File: src/design/hfs_pkg.sv
// Shared constants for the harmonic frequency sampler.
package hfs_pkg;

    localparam int DEF_MAX_POP   = 512;
    localparam int DEF_FRAC_BITS = 32;
    localparam int POP_W         = 10;
    localparam int IN_W          = 32;
    localparam int CDF_W         = 32;
    localparam int COUNT_W       = 10;
    localparam int FREQ_W        = 16;
    localparam int OUT_W         = 32;
    localparam int STEP_W        = 6;

endpackage

File: src/design/hfs_div.sv
// Bit-serial restoring divider: floor(num * 2^steps / den) for num < den.
module hfs_div #(
    parameter int NW = 40,
    parameter int QW = 32
) (
    input  logic                      clk,
    input  logic                      rst_n,
    input  logic                      start,
    input  logic [NW-1:0]             num,
    input  logic [NW-1:0]             den,
    input  logic [hfs_pkg::STEP_W-1:0] steps,
    output logic                      busy,
    output logic                      done,
    output logic [QW-1:0]             quot
);

    logic [NW-1:0]              rem_reg, rem_next;
    logic [NW-1:0]              den_reg, den_next;
    logic [QW-1:0]              quot_reg, quot_next;
    logic [hfs_pkg::STEP_W-1:0] cnt_reg, cnt_next;
    logic                       busy_reg, busy_next;
    logic                       done_reg, done_next;
    logic [NW:0]                rem2;
    logic [NW:0]                rem_sub;
    logic                       ge;

    assign rem2    = {rem_reg, 1'b0};
    assign rem_sub = rem2 - {1'b0, den_reg};
    assign ge      = rem2 >= {1'b0, den_reg};

    always_comb
    begin
        rem_next  = rem_reg;
        den_next  = den_reg;
        quot_next = quot_reg;
        cnt_next  = cnt_reg;
        busy_next = busy_reg;
        done_next = 1'b0;
        if (start)
        begin
            rem_next  = num;
            den_next  = den;
            quot_next = '0;
            cnt_next  = steps;
            busy_next = 1'b1;
        end
        else if (busy_reg)
        begin
            rem_next  = ge ? rem_sub[NW-1:0] : rem2[NW-1:0];
            quot_next = {quot_reg[QW-2:0], ge};
            cnt_next  = cnt_reg - 1'b1;
            if (cnt_reg == hfs_pkg::STEP_W'(1))
            begin
                busy_next = 1'b0;
                done_next = 1'b1;
            end
        end
    end

    always_ff @(posedge clk or negedge rst_n)
    begin
        if (!rst_n)
        begin
            busy_reg <= 1'b0;
            done_reg <= 1'b0;
            cnt_reg  <= '0;
        end
        else
        begin
            busy_reg <= busy_next;
            done_reg <= done_next;
            cnt_reg  <= cnt_next;
        end
    end

    always_ff @(posedge clk)
    begin
        rem_reg  <= rem_next;
        den_reg  <= den_next;
        quot_reg <= quot_next;
    end

    assign busy = busy_reg;
    assign done = done_reg;
    assign quot = quot_reg;

endmodule

File: config.mk
export PLATFORM = sky130hd
export DESIGN_NAME = hfs_div
export DESIGN_NICKNAME = d
export VERILOG_FILES = /design/src/design/hfs_pkg.sv /design/src/design/hfs_div.sv
export SDC_FILE = /design/constraint.sdc
export NUM_CORES = 1
export LEC_CHECK = 0
export BUFFER_PORTS_ARGS = -buffer_cell sky130_fd_sc_hd__buf_2
export CELL_PAD_IN_SITES_DETAIL_PLACEMENT = 0
export CELL_PAD_IN_SITES_GLOBAL_PLACEMENT = 2
export CORE_UTILIZATION = 27
export DETAILED_ROUTE_END_ITERATION = 8
export HOLD_SLACK_MARGIN = 0.12
export PLACE_DENSITY_LB_ADDON = 0.1
export SYNTH_ARGS = -nofsm -noshare
export SYNTH_HDL_FRONTEND = slang
export SYNTH_SLANG_ARGS = --single-unit
File: constraint.sdc
create_clock -name clk -period 3.1 [get_ports clk]
set_clock_uncertainty 0.15 [all_clocks]
set_input_delay 0.775 -clock clk [delete_from_list [all_inputs] [get_ports clk]]
set_output_delay 0.775 -clock clk [all_outputs]
set_load 0.005 [all_outputs]
Word-level counts from Yosys, hierarchy flattened
Index checks and enable logic that the tools add are counted.
{ "op_classes": {"add_sub_neg": 2, "order_cmp": 1, "eq_ne": 1, "muxes": 11, "n_reduce_logical": 1} }
{ "op_table": {"columns": ["cell", "n"], "rows": [
  ["2-to-1 mux 40 bit", 3],
  [">= comparator 41 x 40 -> 1 bit", 1],
  ["subtractor 40 bit", 1],
  ["2-to-1 mux 6 bit", 2],
  ["equality test 6 x 1 -> 1 bit (second input constant)", 1],
  ["2-to-1 mux 1 bit", 6],
  ["subtractor 6 x 1 -> 6 bit (second input constant)", 1],
  ["nonzero test 2 bit", 1]
]} }
{ "word_totals": {"ff_bits": 120, "inputBits": 89, "out_inout_bits": 34, "elab_cells": 22} }

Longest topological paths before layout
{ "depth": {"ltp_word": 4, "ltp_mapped": 13, "ltp_nobuf": 11} }

Least setup slack after synthesis
Ideal clock, no wire load.
{ "synth_path": {"path_kind": "input to register", "startpoint": "input start", "endpoint": "register rem_reg[0] (enable)", "setup_ns": 0.394, "t_arrival_ns": 2.488, "t_required_ns": 2.556, "slack_ns": 0.068, "path_stages": 5, "n_path_buf": 3, "path_cell_list": "clkbuf_1 > clkbuf_1 > buf_1 > nor2_1 > inv_1"} }
{ "synth_between": {"elab_chain_len": 1} }
{ "synth_lines": {"columns": ["item", "line", "source"], "rows": [
  ["from (decl)", "hfs_div.sv:8", "input logic start,"],
  ["nonzero test 2 bit (no source line)", null, null],
  ["to (signal assigned)", "hfs_div.sv:78", "rem_reg <= rem_next;"],
  ["to (decl)", "hfs_div.sv:17", "logic [NW-1:0] rem_reg, rem_next;"]
]} }
No other way between the ends.
A chain may end at the register's enable or synchronous reset.

Final worst setup path
{ "layout_path": {"startpoint": "register rem_reg[13]", "endpoint": "register rem_reg[33], data pin"} }
{ "layout_between": {"elab_chain_len": 4, "word_cells_on_any_way": 5, "cone_classes": "add/sub (1); order compare (1); mux (3)"} }
{ "layout_lines": {"columns": ["item", "line", "source"], "rows": [
  ["subtractor 40 bit or >= comparator 41 x 40 -> 1 bit (tied branches)", "hfs_div.sv:28, hfs_div.sv:29", null],
  ["2-to-1 mux 40 bit *", "hfs_div.sv:49", "rem_next = ge ? rem_sub[NW-1:0] : rem2[NW-1:0];"],
  ["2-to-1 mux 40 bit *", "hfs_div.sv:47", "else if (busy_reg)"],
  ["2-to-1 mux 40 bit *", "hfs_div.sv:39", "if (start)"],
  ["named net rem_next[33]", "hfs_div.sv:17", null]
]} }
The timed path passes the listed nets; every way through them passes the cells marked *. The select of a mux whose other input is x is not followed.

==> impl_metrics.tcl <==
set metrics [dict create \
    place_inst 1281 \
    cts_buffers 17 \
    max_clock_freq_ghz 0.325 \
    holdCritPathClass "register to register" \
    critical_path_arrival_ns 3.10 \
    synth_area_leaders "edfxtp_1, dfxtp_1, ha_1, a21oi_1, mux2i_1" \
    final_area_sq_mm 0.0107 \
    gp_congestion 0.809 \
    yosysWarningCount 0 \
    worstPathMaxFanout 5 \
    wire_per_inst_um 16.9 \
    leakage_nw 4.74 \
    synthArstFlopShare_pct 6.67 \
    grt_pass1_wl_mm 35.0 \
    area_delta_synth_final_pct 44.0 \
    max_cap_violations 0 \
    dieWidth_um 168 \
    antenna_left 0 \
    first_global_vias 6579 \
    ioPinCount 123 \
    period_share_pct 99.3 \
    die_area_sq_mm 0.0281 \
    grt_overflow 0 \
    cts_tree "done" \
    worstSkewPairLatency_ns 0.42 \
    firstDrtPassIters 5 \
    drt-total-wl_mm 22.8 \
    hpwl_mm 15.9 \
    seq_area_frac_synth_pct 43.8 \
    clkSinkCount 120 \
    grt_max_degree 62 \
    grt_usage_pct 15.9 \
    root_buffer "clkbuf_16" \
    outcome "finished, final reports clean" \
    layout-drive-gt1-share_pct 40.7 \
    route.vias.total 6448 \
    synth_edf_count 80 \
    ys.flop_type "edfxtp_1" \
    synth_common_cells "edfxtp_1, nor2_1, a21oi_1" \
    setup_violations 0 \
    yosysUniqueCellTypes 70 \
    avgSynthCellArea_sq_um 9.81 \
    finish.utilization_pct 39.5 \
    min_period_ns 3.08 \
    drtIter0Drc 238 \
    final_nets 1126 \
    postPlaceCellArea_sq_mm 0.00907 \
    drv_slew 0 \
    drt-vias-per-instance 4.78 \
    hold_violations 0 \
    irDropWorstVdd_uv 513 \
    stdcell_count 1349 \
    worstMarginPinSlew_ns 0.533 \
    h-tree-depth 4 \
    endpoint_kind "register" \
    syn-cell-area_sq_mm 0.00740 \
    synth_top_cell_by_area "edfxtp_1" \
    synth.most_common_cell "edfxtp_1" \
    critical_path_class "register to register" \
    cp.required_ns 3.12 \
    cp-start-kind "register" \
    chipHeight_um 168 \
    io_buffers 122 \
    std_cell_rows 60 \
    ctsLongestPathBuffers 2 \
    core_area_sq_mm 0.0270 \
    initial_core_util_pct 27.5 \
    drc 0 \
    netlist.area_leader.share_pct 32.4 \
    syn_nets 887 \
    synth-seq-cells 120 \
    antenna_found_initial 3 \
    clk_pin_slew_ns 0.07 \
    syn_inst 755 \
    relSlewSlack_pct 63.9 \
    rsz0062_at_grt "true" \
    power.density_mw_per_mm2 1040 \
    filler_cell_count 2714 \
]
==> per-stage QoR <==
step	power [mW]	hold slack, ns	TNS (ns)	setup slack [ns]
2_1_floorplan	5.67	0.329	0	0.0677
3_3_place_gp	7.70	0.320	-1.44	-0.134
3_5_place_dp	7.69	0.353	-2.36	-0.115
4_1_cts	10.1	0.354	0	0.000602
5_1_grt	11.9	0.350	-0.237	-0.0655
6_report	11.1	0.362	0	0.0208
==> cell families after synthesis <==
kind of cell / share of synthesized area (%)
XOR/XNOR: 4.26
buffers and inverters: 5.83
AO/OA/AOI/OAI: 16.1
AND/OR/NAND/NOR: 14.8
multiplexers: 7.84
adder cells (fa/ha/maj): 7.37
flip-flops: 43.8
==> routing by layer <==
metal	track usage, %	wire length (um)
met2	26.0	10800
met5	0	8
met1	20.8	10600
met3	4.04	1120
met4	3.91	274
==> cell type report <==
cell class                      instances  area, sq um  share of cell area (%)
Clock inverter                         13          119                    1.12
Inverter                               54          203                    1.90
Antenna cell                            1         2.50                  0.0235
Clock buffer                           19          464                    4.35
Timing Repair Buffer                  262         1840                    17.2
Sequential cell                       120         3240                    30.4
Tap cell                              341          427                    4.00
Multi-Input combinational cell        539         4360                    40.9
==> where the power goes <==
part / switching [mW] / leakage, nW / total (mW) / internal [mW]
sequential: 0.269 / 1.17 / 2.44 / 2.17
combinational: 3.26 / 3.28 / 6.66 / 3.41
clock: 0.880 / 0.293 / 2.01 / 1.13
==> cells in the final DEF, fill, tap and decap left out, types with 6 or more instances in the layout <==
cell type  count
clkbuf_16     21
o21ai_2        7
a21oi_4        6
nor3_1        11
nor2b_1        7
o21bai_1       6
buf_2        121
buf_4        124
ha_1          21
ha_4          20
nand2b_1       8
o21ai_1       11
nand2_1       53
inv_6          6
dfrtp_1        7
o21ai_0       26
inv_1         52
buf_12         8
nand4_1       15
a21oi_2       14
xor2_1        17
a21o_1        12
nor3b_1        8
a21oi_1       48
a221o_1        8
edfxtp_1      80
nor2_1        72
dfxtp_1       32
a31oi_1        6
mux2i_1       31
xnor2_1       19
mux2_2        22
==> critical path, stage by stage, from the launching register on <==
cell and delay (ns):
edfxtp_1 0.43, ha_4 0.32, nand4_1 0.13, or4_4 0.55
a21oi_4 0.19, nor3_4 0.06, buf_4 0.14, buf_6 0.12
o31ai_4 0.21, xnor2_1 0.15, a21oi_1 0.08, mux2_4 0.27
==> repair_timing <==
action                                  in CTS  in global routing
buffers inserted                             6                 23
hold buffers                                 1                  0
gates cloned                                 1                  4
resized for setup                           20                 91
endpoints found under the hold margin        8                  0
endpoints found under the setup margin      36                 38
pin swaps                                    4                 33
==> final timing paths <==
path                                to  cells after the start   startpoint  slack [ns]
min in group asynchronous   cnt_reg[3]                      2        rst_n        0.59
hold / removal                 quot[0]                      2      quot[0]        0.36
setup / recovery           rem_reg[33]                     11  rem_reg[13]        0.02
max in group asynchronous         busy                      2        rst_n        2.00
hold reg to reg                quot[0]                      2      quot[0]        0.36
setup reg to reg           rem_reg[33]                     11  rem_reg[13]        0.02
Note: power is estimated with default switching activity, not from simulation.
